### src/hdl/sfr_pkg.sv
`default_nettype none

package sfr_pkg;

	localparam int MAX_PAYLOAD_DEF = 32;
	localparam int BYTE_W          = 8;
	localparam int CRC_W           = 16;
	localparam int LEN_W           = 7;
	localparam int IDX_OUT_W       = 6;
	localparam int STATUS_W        = 2;
	localparam int CFG_IDX_W       = 2;
	localparam int CFG_DATA_W      = 16;
	localparam int HDR_BYTES       = 3;

	localparam logic [CRC_W-1:0] CRC_POLY = 16'h1021;

	localparam logic [BYTE_W-1:0] SYNC_RESET     = 8'h7e;
	localparam logic [CRC_W-1:0]  CRC_INIT_RESET = 16'hffff;

	localparam logic [CFG_IDX_W-1:0] REG_SYNC     = 2'd0;
	localparam logic [CFG_IDX_W-1:0] REG_CRC_INIT = 2'd1;

	localparam logic [STATUS_W-1:0] STATUS_GOOD    = 2'd0;
	localparam logic [STATUS_W-1:0] STATUS_BAD_LEN = 2'd1;
	localparam logic [STATUS_W-1:0] STATUS_BAD_CRC = 2'd2;

	localparam logic [1:0] HCNT_SENDER = 2'd0;
	localparam logic [1:0] HCNT_TYPE   = 2'd1;

	typedef enum logic [2:0] {
		ST_HUNT,
		ST_HDR,
		ST_PAY,
		ST_CRC,
		ST_RD_ADDR,
		ST_RD_OUT
	} state_t;

	typedef struct packed {
		logic [BYTE_W-1:0] sync_byte;
		logic [CRC_W-1:0]  crc_init;
	} cfg_t;

	// CRC-16-CCITT, MSB first, one byte
	function automatic logic [CRC_W-1:0] crc_step(input logic [CRC_W-1:0] crc,
		input logic [BYTE_W-1:0] data);
		logic [CRC_W-1:0] c;
		c = crc ^ {data, 8'h00};
		for (int i = 0; i < BYTE_W; i++) begin
			if (c[CRC_W-1]) begin
				c = {c[CRC_W-2:0], 1'b0} ^ CRC_POLY;
			end else begin
				c = {c[CRC_W-2:0], 1'b0};
			end
		end
		return c;
	endfunction

endpackage

`default_nettype wire

### src/hdl/sfr_ram.sv
`default_nettype none

module sfr_ram #(
	parameter int WIDTH = 8,
	parameter int DEPTH = 32,
	localparam int AW = (DEPTH > 1) ? $clog2(DEPTH) : 1
) (
	input  wire logic             clk,
	input  wire logic             we,
	input  wire logic [AW-1:0]    waddr,
	input  wire logic [WIDTH-1:0] wdata,
	input  wire logic [AW-1:0]    raddr,
	output logic      [WIDTH-1:0] rdata
);

	logic [WIDTH-1:0] mem [DEPTH];
	logic [WIDTH-1:0] rdata_q;

	always_ff @(posedge clk) begin
		if (we) begin
			mem[waddr] <= wdata;
		end
		rdata_q <= mem[raddr];
	end

	assign rdata = rdata_q;

endmodule

`default_nettype wire

### src/hdl/sfr_ctrl.sv
`default_nettype none

module sfr_ctrl #(
	parameter int MAX_PAYLOAD = sfr_pkg::MAX_PAYLOAD_DEF,
	localparam int AW = (MAX_PAYLOAD > 1) ? $clog2(MAX_PAYLOAD) : 1,
	localparam int IW = $clog2(MAX_PAYLOAD + 1)
) (
	input  wire logic                              clk,
	input  wire logic                              arst_n,
	input  wire sfr_pkg::cfg_t                     cfg,
	input  wire logic                              in_valid,
	output logic                                   in_ready,
	input  wire logic [sfr_pkg::BYTE_W-1:0]        rx_byte,
	output logic                                   out_valid,
	input  wire logic                              out_ready,
	output logic      [sfr_pkg::STATUS_W-1:0]      status,
	output logic      [sfr_pkg::BYTE_W-1:0]        sender_id,
	output logic      [sfr_pkg::BYTE_W-1:0]        msg_type,
	output logic      [sfr_pkg::BYTE_W-1:0]        payload_len,
	output logic      [sfr_pkg::IDX_OUT_W-1:0]     byte_index,
	output logic      [sfr_pkg::BYTE_W-1:0]        payload_byte,
	output logic                                   last,
	output logic                                   ram_we,
	output logic      [AW-1:0]                     ram_waddr,
	output logic      [sfr_pkg::BYTE_W-1:0]        ram_wdata,
	output logic      [AW-1:0]                     ram_raddr,
	input  wire logic [sfr_pkg::BYTE_W-1:0]        ram_rdata
);

	sfr_pkg::state_t state_q, state_d;

	logic [1:0]                      hcnt_q, hcnt_d;
	logic [sfr_pkg::BYTE_W-1:0]      sender_q, sender_d;
	logic [sfr_pkg::BYTE_W-1:0]      type_q, type_d;
	logic [sfr_pkg::LEN_W-1:0]       len_q, len_d;
	logic [IW-1:0]                   idx_q, idx_d, idx_inc;
	logic [sfr_pkg::CRC_W-1:0]       crc_q, crc_d, crc_next;
	logic [sfr_pkg::BYTE_W-1:0]      crc_hi_q, crc_hi_d;
	logic                            crc_hi_seen_q, crc_hi_seen_d;

	logic                            ov_q, ov_d;
	logic [sfr_pkg::STATUS_W-1:0]    ostat_q, ostat_d;
	logic [sfr_pkg::BYTE_W-1:0]      olen_q, olen_d;
	logic [sfr_pkg::IDX_OUT_W-1:0]   oidx_q, oidx_d;
	logic [sfr_pkg::BYTE_W-1:0]      obyte_q, obyte_d;
	logic                            olast_q, olast_d;

	logic in_acc, out_free, parsing, len_bad, at_len;

	always_ff @(posedge clk or negedge arst_n) begin
		if (!arst_n) begin
			state_q       <= sfr_pkg::ST_HUNT;
			hcnt_q        <= sfr_pkg::HCNT_SENDER;
			sender_q      <= '0;
			type_q        <= '0;
			len_q         <= '0;
			idx_q         <= '0;
			crc_q         <= sfr_pkg::CRC_INIT_RESET;
			crc_hi_q      <= '0;
			crc_hi_seen_q <= 1'b0;
			ov_q          <= 1'b0;
		end else begin
			state_q       <= state_d;
			hcnt_q        <= hcnt_d;
			sender_q      <= sender_d;
			type_q        <= type_d;
			len_q         <= len_d;
			idx_q         <= idx_d;
			crc_q         <= crc_d;
			crc_hi_q      <= crc_hi_d;
			crc_hi_seen_q <= crc_hi_seen_d;
			ov_q          <= ov_d;
		end
	end

	always_ff @(posedge clk) begin
		ostat_q <= ostat_d;
		olen_q  <= olen_d;
		oidx_q  <= oidx_d;
		obyte_q <= obyte_d;
		olast_q <= olast_d;
	end

	assign out_free = !ov_q || out_ready;
	assign parsing  = (state_q == sfr_pkg::ST_HUNT) || (state_q == sfr_pkg::ST_HDR) ||
		(state_q == sfr_pkg::ST_PAY) || (state_q == sfr_pkg::ST_CRC);
	assign in_ready = parsing && out_free;
	assign in_acc   = in_valid && in_ready;
	assign crc_next = sfr_pkg::crc_step(crc_q, rx_byte);
	assign idx_inc  = idx_q + 1'b1;
	assign at_len   = (8'(idx_inc) == 8'(len_q));
	assign len_bad  = (rx_byte == '0) || (rx_byte > 8'(MAX_PAYLOAD));

	always_comb begin
		state_d       = state_q;
		hcnt_d        = hcnt_q;
		sender_d      = sender_q;
		type_d        = type_q;
		len_d         = len_q;
		idx_d         = idx_q;
		crc_d         = crc_q;
		crc_hi_d      = crc_hi_q;
		crc_hi_seen_d = crc_hi_seen_q;
		ov_d          = ov_q && !out_ready;
		ostat_d       = ostat_q;
		olen_d        = olen_q;
		oidx_d        = oidx_q;
		obyte_d       = obyte_q;
		olast_d       = olast_q;
		ram_we        = 1'b0;
		ram_raddr     = idx_q[AW-1:0];

		unique case (state_q)
			sfr_pkg::ST_HUNT: begin
				if (in_acc && rx_byte == cfg.sync_byte) begin
					state_d = sfr_pkg::ST_HDR;
					hcnt_d  = sfr_pkg::HCNT_SENDER;
					crc_d   = cfg.crc_init;
				end
			end
			sfr_pkg::ST_HDR: begin
				if (in_acc) begin
					crc_d = crc_next;
					case (hcnt_q)
						sfr_pkg::HCNT_SENDER: begin
							sender_d = rx_byte;
							hcnt_d   = sfr_pkg::HCNT_TYPE;
						end
						sfr_pkg::HCNT_TYPE: begin
							type_d = rx_byte;
							hcnt_d = 2'(sfr_pkg::HCNT_TYPE + 1'b1);
						end
						default: begin
							hcnt_d = sfr_pkg::HCNT_SENDER;
							len_d  = rx_byte[sfr_pkg::LEN_W-1:0];
							idx_d  = '0;
							if (len_bad) begin
								state_d = sfr_pkg::ST_HUNT;
								ov_d    = 1'b1;
								ostat_d = sfr_pkg::STATUS_BAD_LEN;
								olen_d  = rx_byte;
								oidx_d  = '0;
								obyte_d = '0;
								olast_d = 1'b1;
							end else begin
								state_d = sfr_pkg::ST_PAY;
							end
						end
					endcase
				end
			end
			sfr_pkg::ST_PAY: begin
				if (in_acc) begin
					ram_we = 1'b1;
					crc_d  = crc_next;
					idx_d  = idx_inc;
					if (at_len) begin
						state_d       = sfr_pkg::ST_CRC;
						crc_hi_seen_d = 1'b0;
					end
				end
			end
			sfr_pkg::ST_CRC: begin
				if (in_acc) begin
					if (!crc_hi_seen_q) begin
						crc_hi_d      = rx_byte;
						crc_hi_seen_d = 1'b1;
					end else if ({crc_hi_q, rx_byte} != crc_q) begin
						state_d = sfr_pkg::ST_HUNT;
						ov_d    = 1'b1;
						ostat_d = sfr_pkg::STATUS_BAD_CRC;
						olen_d  = 8'(len_q);
						oidx_d  = '0;
						obyte_d = '0;
						olast_d = 1'b1;
					end else begin
						state_d = sfr_pkg::ST_RD_ADDR;
						idx_d   = '0;
					end
				end
			end
			sfr_pkg::ST_RD_ADDR: begin
				state_d = sfr_pkg::ST_RD_OUT;
			end
			sfr_pkg::ST_RD_OUT: begin
				// read data belongs to idx_q; prefetch the next entry on load
				if (out_free) begin
					ov_d      = 1'b1;
					ostat_d   = sfr_pkg::STATUS_GOOD;
					olen_d    = 8'(len_q);
					oidx_d    = 6'(idx_q);
					obyte_d   = ram_rdata;
					olast_d   = at_len;
					idx_d     = idx_inc;
					ram_raddr = idx_inc[AW-1:0];
					if (at_len) begin
						state_d = sfr_pkg::ST_HUNT;
					end
				end
			end
			default: begin
				state_d = sfr_pkg::ST_HUNT;
			end
		endcase
	end

	assign ram_waddr    = idx_q[AW-1:0];
	assign ram_wdata    = rx_byte;
	assign out_valid    = ov_q;
	assign status       = ostat_q;
	assign sender_id    = sender_q;
	assign msg_type     = type_q;
	assign payload_len  = olen_q;
	assign byte_index   = oidx_q;
	assign payload_byte = obyte_q;
	assign last         = olast_q;

endmodule

`default_nettype wire

### src/hdl/sync_frame_receiver_crc16.sv
// Framed byte receiver with CRC-16-CCITT check.
// Input channel: in_valid/in_ready/rx_byte, one received byte per beat. The
// block hunts for the sync byte, takes sender, type and length header bytes,
// stores the payload in a single-port-write RAM and checks the two big-endian
// CRC bytes (poly 0x1021, MSB first, seeded from crc_init at each sync byte).
// Output channel: out_valid/out_ready plus the result fields, one result per
// beat. A good frame gives one beat per payload byte, last marking the final
// one; a bad length or a CRC mismatch gives a single beat with last set.
// Config channel: cfg_valid/cfg_ready/cfg_index/cfg_data, always ready.
// Index 0 is sync_byte, index 1 is crc_init, other indexes are dropped.
// Throughput: one input byte per cycle while parsing a frame and the output
// is not stalled. After the last CRC byte of a good frame, input is held off
// while the RAM is read out: the ST_RD_ADDR state starts the first read, then
// one result per cycle unless the output stalls, bounded by the RAM read port.
// An error result is valid the cycle after the byte that caused it; the first
// payload result is loaded in ST_RD_OUT, after ST_RD_ADDR.
// A stalled receiver holds the output register; input is then refused until
// the pending result is taken. Reset returns to hunting with registers at
// sync 0x7e and crc_init 0xffff; payload RAM contents are not cleared.
`default_nettype none

module sync_frame_receiver_crc16 #(
	parameter int MAX_PAYLOAD = sfr_pkg::MAX_PAYLOAD_DEF
) (
	input  wire logic                               clk,
	input  wire logic                               arst_n,
	input  wire logic                               in_valid,
	output logic                                    in_ready,
	input  wire logic [sfr_pkg::BYTE_W-1:0]         rx_byte,
	output logic                                    out_valid,
	input  wire logic                               out_ready,
	output logic      [sfr_pkg::STATUS_W-1:0]       status,
	output logic      [sfr_pkg::BYTE_W-1:0]         sender_id,
	output logic      [sfr_pkg::BYTE_W-1:0]         msg_type,
	output logic      [sfr_pkg::BYTE_W-1:0]         payload_len,
	output logic      [sfr_pkg::IDX_OUT_W-1:0]      byte_index,
	output logic      [sfr_pkg::BYTE_W-1:0]         payload_byte,
	output logic                                    last,
	input  wire logic                               cfg_valid,
	output logic                                    cfg_ready,
	input  wire logic [sfr_pkg::CFG_IDX_W-1:0]      cfg_index,
	input  wire logic [sfr_pkg::CFG_DATA_W-1:0]     cfg_data
);

	localparam int AW = (MAX_PAYLOAD > 1) ? $clog2(MAX_PAYLOAD) : 1;

	sfr_pkg::cfg_t                cfg_q;
	logic                         ram_we;
	logic [AW-1:0]                ram_waddr, ram_raddr;
	logic [sfr_pkg::BYTE_W-1:0]   ram_wdata, ram_rdata;

	assign cfg_ready = 1'b1;

	always_ff @(posedge clk or negedge arst_n) begin
		if (!arst_n) begin
			cfg_q.sync_byte <= sfr_pkg::SYNC_RESET;
			cfg_q.crc_init  <= sfr_pkg::CRC_INIT_RESET;
		end else if (cfg_valid && cfg_ready) begin
			unique case (cfg_index)
				sfr_pkg::REG_SYNC:     cfg_q.sync_byte <= cfg_data[sfr_pkg::BYTE_W-1:0];
				sfr_pkg::REG_CRC_INIT: cfg_q.crc_init  <= cfg_data[sfr_pkg::CRC_W-1:0];
				default: begin
				end
			endcase
		end
	end

	sfr_ctrl #(
		.MAX_PAYLOAD(MAX_PAYLOAD)
	) u_ctrl (
		.clk         (clk),
		.arst_n      (arst_n),
		.cfg         (cfg_q),
		.in_valid    (in_valid),
		.in_ready    (in_ready),
		.rx_byte     (rx_byte),
		.out_valid   (out_valid),
		.out_ready   (out_ready),
		.status      (status),
		.sender_id   (sender_id),
		.msg_type    (msg_type),
		.payload_len (payload_len),
		.byte_index  (byte_index),
		.payload_byte(payload_byte),
		.last        (last),
		.ram_we      (ram_we),
		.ram_waddr   (ram_waddr),
		.ram_wdata   (ram_wdata),
		.ram_raddr   (ram_raddr),
		.ram_rdata   (ram_rdata)
	);

	sfr_ram #(
		.WIDTH(sfr_pkg::BYTE_W),
		.DEPTH(MAX_PAYLOAD)
	) u_payload_ram (
		.clk  (clk),
		.we   (ram_we),
		.waddr(ram_waddr),
		.wdata(ram_wdata),
		.raddr(ram_raddr),
		.rdata(ram_rdata)
	);

endmodule

`default_nettype wire

### config.mk
export PLATFORM = sky130hd
export DESIGN_NAME = sync_frame_receiver_crc16
export DESIGN_NICKNAME = d
export VERILOG_FILES = /design/src/hdl/sfr_pkg.sv /design/src/hdl/sfr_ram.sv /design/src/hdl/sfr_ctrl.sv /design/src/hdl/sync_frame_receiver_crc16.sv
export SDC_FILE = /design/constraint.sdc
export NUM_CORES = 1
export LEC_CHECK = 0
export CAP_MARGIN = 20
export CORE_UTILIZATION = 43
export DETAILED_ROUTE_END_ITERATION = 7
export DONT_BUFFER_PORTS = 1
export GPL_TIMING_DRIVEN = 0
export SLEW_MARGIN = 15
export SYNTH_ARGS = -nofsm -noshare
export SYNTH_HDL_FRONTEND = slang
export SYNTH_SLANG_ARGS = --single-unit
### constraint.sdc
create_clock -name clk -period 3.7 [get_ports clk]
set_input_delay 0.74 -clock clk [delete_from_list [all_inputs] [get_ports clk]]
set_output_delay 0.74 -clock clk [all_outputs]
set_load 0.03 [all_outputs]
# After elaboration in Yosys (flattened, before gate mapping)
# Memory sizes are Yosys's and may differ from the RTL's. A register that Yosys moved wholly into a read port is not among the register bits.
# Cells that the tools add are included.
[totals] reg_bits=109 mem_bits_rw=256 inputBits=31 out_inout_bits=44 n_memories=1
[mem_list] name="u_payload_ram.mem" depth=32 width=8 read_ports=1 rd_clocked_by_memory_dff=1 write_ports=1 line_no="sfr_ram.sv:16" text="logic [WIDTH-1:0] mem [DEPTH];"
[classes] add_sub_neg=1 n_lt_le_gt_ge=1 eq_ne=23 mux=93 n_bitwise=11 n_reduce_logical=34
[ops] operator="two-way mux 8 bit" n=14
[ops] operator="two-way mux 13 bit" n=8
[ops] operator="two-way mux 6 bit" n=14
[ops] operator="case mux 8 bit (3 select lines)" n=2
[ops] operator="two-way mux 16 bit" n=2
[ops] operator="case mux 16 bit (2 select lines)" n=1
[ops] operator="two-way mux 3 bit" n=10
[ops] operator="inverter 3 bit" n=8
[ops] operator="case mux 6 bit (4 select lines)" n=1
[ops] operator="two-way mux 1 bit" n=21
[ops] operator="two-way mux 2 bit" n=10
[ops] operator="inequality test 2 x 1 -> 1 bit (second input constant)" n=9
[ops] operator="case mux 3 bit (6 select lines)" n=1
[ops] operator="case mux 6 bit (3 select lines)" n=1
[ops] operator="AND reduction 3 bit" n=6
[ops] operator="inequality test 16 bit" n=1
[ops] operator="AND reduction 8 bit" n=2
[ops] operator="bitwise XOR 16 bit" n=1
[ops] operator="two-way mux 5 bit" n=2
[ops] operator="AND reduction 9 bit" n=1
[ops] operator="== test 8 bit" n=1
[ops] operator="> comparator 8 x 6 -> 1 bit (second input constant)" n=1
[ops] operator="zero test 8 bit" n=1
[ops] operator="inequality test 2 bit (second input constant)" n=4
[ops] operator="other kinds (22)" n=41

# Depth between registers and ports, before layout
[logic_depth] depth_word=19 mapped_depth=16 mapped_depth_nobuf=9

# Cells and area by module
# A second synthesis with hierarchy kept.
[unflattened] cells_unflattened=870 area_unflattened_um2=15786.4
[modules_own_cells] mod="sfr_ram" instances=1 cells_per_inst=417 area_each_um2=10053.4
[modules_own_cells] mod="sfr_ctrl" instances=1 cells_per_inst=400 area_each_um2=4770.8
[modules_own_cells] mod="sync_frame_receiver_crc16" instances=1 cells_per_inst=53 area_each_um2=962.2

# Worst setup path before layout
# No wires, ideal clock.
[synth_path] path_type="input to register" from="input port rx_byte[3] (netlist bit)" to="register u_ctrl.oidx_q, in the netlist u_ctrl.byte_index[0] (enable)" setup_ns=0.407 arrival_ns=3.025 slack_ns=0.268 stages=8 path_buffers=1 path_cell_list="clkbuf_1 -> or4_1 -> nor2_1 -> xor2_1 -> nor3_1 -> a21oi_1 -> a31oi_1 -> nor2_1"
[synth_via] elab_chain_cells=4 word_cells_on_any_way=7
[synth_lines] element="start: declaration" line_no="sync_frame_receiver_crc16.sv:29" text="input wire logic [sfr_pkg::BYTE_W-1:0] rx_byte,"
[synth_lines] element="> comparator 8 x 6 -> 1 bit or zero test 8 bit (tied branches)" line_no="sfr_ctrl.sv:92" text="assign len_bad = (rx_byte == '0) || (rx_byte > 8'(MAX_PAYLOAD));"
[synth_lines] element="logical OR 1 bit" line_no="sfr_ctrl.sv:92"
[synth_lines] element="inequality test 2 x 1 -> 1 bit (no source line)"
[synth_lines] element="AND reduction 8 bit (no source line) (*)"
[synth_lines] element="end signal: assignment" line_no="sfr_ctrl.sv:79" text="oidx_q <= oidx_d;"
[synth_lines] element="end: declaration" line_no="sfr_ctrl.sv:44" text="logic [sfr_pkg::IDX_OUT_W-1:0] oidx_q, oidx_d;"
# Every way passes the cells marked *; elsewhere a longest branch is shown, timed or not.
# A chain may end at the register's enable or synchronous reset.

# Worst setup path in the final report
[layout_path] from="register u_ctrl.idx_q[0]" to="register u_payload_ram.rdata_q[3] (netlist: u_payload_ram.rdata[3]) (read register of u_payload_ram.mem)"
[layout_via] elab_chain_cells=3
[layout_lines] element="start: declaration" line_no="sfr_ctrl.sv:36" text="logic [IW-1:0] idx_q, idx_d, idx_inc;"
[layout_lines] element="start signal: assignment" line_no="sfr_ctrl.sv:68" text="idx_q <= idx_d;"
[layout_lines] element="adder 6 x 1 -> 6 bit" line_no="sfr_ctrl.sv:90" text="assign idx_inc = idx_q + 1'b1;"
[layout_lines] element="two-way mux 5 bit" line_no="sfr_ctrl.sv:187" text="if (out_free) begin"
[layout_lines] element="two-way mux 5 bit (*)" line_no="sfr_ctrl.sv:113" text="unique case (state_q)"
[layout_lines] element="end: declaration" line_no="sfr_ram.sv:17" text="logic [WIDTH-1:0] rdata_q;"
# Marked as above.

==> flow_summary_export.csv <==
group,metric,value,unit
global_routing,track_usage,24.65,%
clocking,h-tree-depth,2,
die,start_util,44.04,%
clocking,cts_tree,"yes",
die,core_area,37930,µm²
yosys,ys_types,68,
min_path,hp-class,"input pin to async pin",
sta,finalCritPeriodShare,95.44,%
die,io_pins,75,
clocking,cts_root_buf,"clkbuf_16",
clocking,clock_sinks,373,
sta,slew_headroom,36.97,%
layout,layout-drive-gt1-share,17.32,%
sta,hold_viol,0,
power_and_ir_drop,p_int,8.821,mW
global_routing,antenna_found_initial,0,
power_and_ir_drop,p_per_area,710.7,nW/µm²
layout,fillers,3359,
power_and_ir_drop,p_leak,6.314,nW
routing,dr.pass1.iters,6,
yosys,synth_nets,1338,
critical_path,critPathKind,"flip-flop to flip-flop",
layout,fin_nets,1389,
die,rows,71,
yosys,synth_top_area_share,50.51,%
critical_path,cp-start-kind,"flip-flop",
sta,slew_viol_final,0,
power_and_ir_drop,clock_power_share,29.7,%
placement,dp_cells,1816,
sta,tightestPinTransition,0.9419,ns
yosys,synth-seq-cells,373,
clocking,clk-insertion-delay-late,0.56,ns
critical_path,crit_arrival,4.03,ns
placement,io_buffers,0,
sta,fin_ws,0.1686,ns
routing,vias,11570,
sta,hold_ws,0.02363,ns
die,fp.dieArea,39640,µm²
die,fp.dieW,199.1,µm
run_status,status,"complete, no violations",
power_and_ir_drop,comb_power_share,27.9,%
layout,area_growth,12.72,%
yosys,synth_enable_flop_cells,281,
yosys,yosysWarningCount,0,
run,cap_violations,0,
yosys,syn_inst,1303,
sta,fmax,0.2832,GHz
die,fp.dieH,199.1,µm
global_routing,grt_pass1_wl,71.46,mm
power_and_ir_drop,p_switching,4.562,mW
sta,fin_skew,0.02640,ns
placement,gp_congestion,0.9048,
power_and_ir_drop,max-vdd-ir-drop,477.4,µV
power_and_ir_drop,p_seq_share,42.3,%
yosys,synth_area,16710,µm²
routing,drt_iter0_drc,1076,
critical_path,crit_fanout,19,
routing,antenna_left,0,
global_routing,grt_pass1_vias,11190,
sta,final.min_clock_period,3.531,ns
placement,dpl.hpwl,32.06,mm
yosys,synthTopCellsByArea,"edfxtp_1, dfrtp_1, dfstp_2, mux2_2, o22ai_1",
routing,routedWlPerCell,25.33,µm
yosys,synth_area_leader_cell,"edfxtp_1",
clocking,path_clk_slew,0.06,ns
critical_path,worst-endpoint-required,4.20,ns
routing,drc,0,
global_routing,grt-ovfl-total,0,
power_and_ir_drop,switching_share,34.09,%
yosys,synth_ff_type,"edfxtp_1",
clocking,cts_buffers,42,
layout,diodes,0,
global_routing,grt_max_degree,47,
yosys,synth-async-reset-ratio,22.52,%
critical_path,end_kind,"flip-flop",
sta,rsz0062_at_grt,"false",
routing,vias_per_cell,6.099,
layout,finalNonFillerCells,1897,
routing,wl,48.06,mm
sta,finalSetupViolCount,0,
clocking,cts_buffer_depth,3,
yosys,synth_seq_area_share,64.33,%
placement,dp_worst_setup_slack,-1.215,ns
yosys,syn_area_per_cell,12.82,µm²
cell type report:
class / instances / area (µm²) / area share (%)
flip-flops and latches: 373 / 10750 / 57.08
multi-input cells: 820 / 5480 / 29.10
clock buffers: 63 / 1181 / 6.272
well taps: 511 / 639.4 / 3.395
plain buffers: 98 / 510.5 / 2.711
repair buffers: 9 / 117.6 / 0.6246
clock inverters: 13 / 112.6 / 0.5980
inverters: 10 / 41.29 / 0.2193
sequential cells by signal, summed over array words and instances (netlist names):
register              flops
u_payload_ram.mem       256
cfg_q                    24
u_ctrl.crc_q             16
u_ctrl.crc_hi_q           8
u_ctrl.msg_type           8
u_ctrl.payload_byte       8
u_ctrl.payload_len        8
u_ctrl.sender_id          8
u_payload_ram.rdata       8
u_ctrl.len_q              7
u_ctrl.byte_index         6
u_ctrl.idx_q              6
u_ctrl.state_q            3
u_ctrl.hcnt_q             2
u_ctrl.status             2
u_ctrl.crc_hi_seen_q      1
u_ctrl.last               1
u_ctrl.out_valid          1
final timing paths:
check	from	to	slack, ns	cells after the start
worst min register to register	u_ctrl.crc_q[4]	u_ctrl.crc_q[4]	0.50	2
worst min-delay path	arst_n	cfg_q[8]	0.02	0
max in group asynchronous	arst_n	cfg_q[21]	2.55	1
worst max register to register	u_ctrl.idx_q[0]	u_payload_ram.rdata[3]	0.17	14
worst max-delay path	u_ctrl.idx_q[0]	u_payload_ram.rdata[3]	0.17	14
min in group clk	rx_byte[1]	u_payload_ram.mem[12][1]	0.27	0
cells in the mapped netlist, drive strengths merged (31+ instances only):
library cell	instances
a21oi	58
buf	60
clkbuf	40
dfrtp	46
dfstp	38
edfxtp	281
mux2	57
nand2	74
nor2	73
o21ai	120
o221ai	31
o22ai	98
xor2	31
power groups by stage:
stage / Sequential [mW] / Clock, mW / Combinational, mW
2_1_floorplan: 5.65 / 0 / 2.53
3_3_place_gp: 5.75 / 0 / 3.48
3_5_place_dp: 5.75 / 0 / 3.57
4_1_cts: 5.67 / 4.03 / 3.68
5_1_grt: 5.73 / 4.19 / 4.01
6_report: 5.67 / 3.98 / 3.74
logic make-up (layout without fill, tap and decap cells):
group / Yosys count / count (layout) / synth area share [%]
buf+inv: 110 / 193 / 3.228
other cells: 1 / 1 / 0.02245
simple gates: 275 / 275 / 8.336
xor+xnor: 59 / 59 / 3.138
mux: 78 / 78 / 5.100
flops: 373 / 373 / 64.33
fa+ha+maj: 4 / 4 / 0.2996
compound gates: 403 / 403 / 15.54
layout by cell type, fill, tap and decap left out, types with 9 or more instances in the layout:
| cell type | Yosys | final |
|---|---|---|
| a21oi_1 | 58 | 57 |
| and2_1 | 14 | 14 |
| buf_2 | 44 | 40 |
| buf_4 | 11 | 17 |
| clkbuf_1 | 40 | 52 |
| clkbuf_16 | 0 | 43 |
| dfrtp_1 | 46 | 46 |
| dfstp_2 | 38 | 38 |
| edfxtp_1 | 281 | 281 |
| mux2_2 | 57 | 57 |
| mux2i_1 | 21 | 21 |
| nand2_1 | 73 | 73 |
| nand3_1 | 15 | 15 |
| nor2_1 | 73 | 72 |
| nor2b_1 | 10 | 10 |
| nor3_1 | 18 | 18 |
| nor4_1 | 27 | 27 |
| o211ai_1 | 15 | 15 |
| o21a_1 | 11 | 11 |
| o21ai_0 | 117 | 117 |
| o221ai_1 | 31 | 31 |
| o22a_1 | 9 | 9 |
| o22ai_1 | 98 | 98 |
| o31ai_1 | 12 | 12 |
| or3_1 | 12 | 12 |
| xnor2_1 | 27 | 27 |
| xor2_1 | 31 | 31 |
repair_timing:
item                                    CTS  global route
gates resized for setup                  17             3
endpoints found under the setup margin  100             8
gates cloned                              0             0
setup buffers                             1             0
hold buffers                              5             0
hold endpoints to repair                 46             0
pin swaps                                 2             1
critical path, stage by stage (launching register included):
cell	delay, ns
dfrtp_1	0.37
buf_4	0.22
clkinvlp_4	0.11
clkbuf_4	0.26
buf_4	0.25
ha_4	0.37
inv_1	0.13
nand3_2	0.17
buf_4	0.24
buf_2	0.25
o22ai_1	0.11
a21oi_1	0.17
o211ai_1	0.12
o21ai_0	0.40
and4b_1	0.27
stage by stage:
step / utilization (%) / power [mW] / area [µm²] / setup TNS [ns]
5_1_grt: 49.64 / 13.93 / 18830 / 0
4_1_cts: 49.62 / 13.39 / 18820 / 0
2_1_floorplan: - / 8.180 / 16710 / 0
3_3_place_gp: 45.73 / 9.231 / 17350 / -33.43
3_5_place_dp: 45.84 / 9.317 / 17390 / -13.14
6_report: 49.64 / 13.38 / 18830 / 0
per-layer routing:
layer	track usage, %	routed length [µm]	up-vias
li1	-	-	5158
met1	33.90	20340	5819
met2	39.28	22740	519
met3	5.232	3936	74
met4	7.094	1042	0
met5	0	0	-
Power figures use the tool's default switching activity.
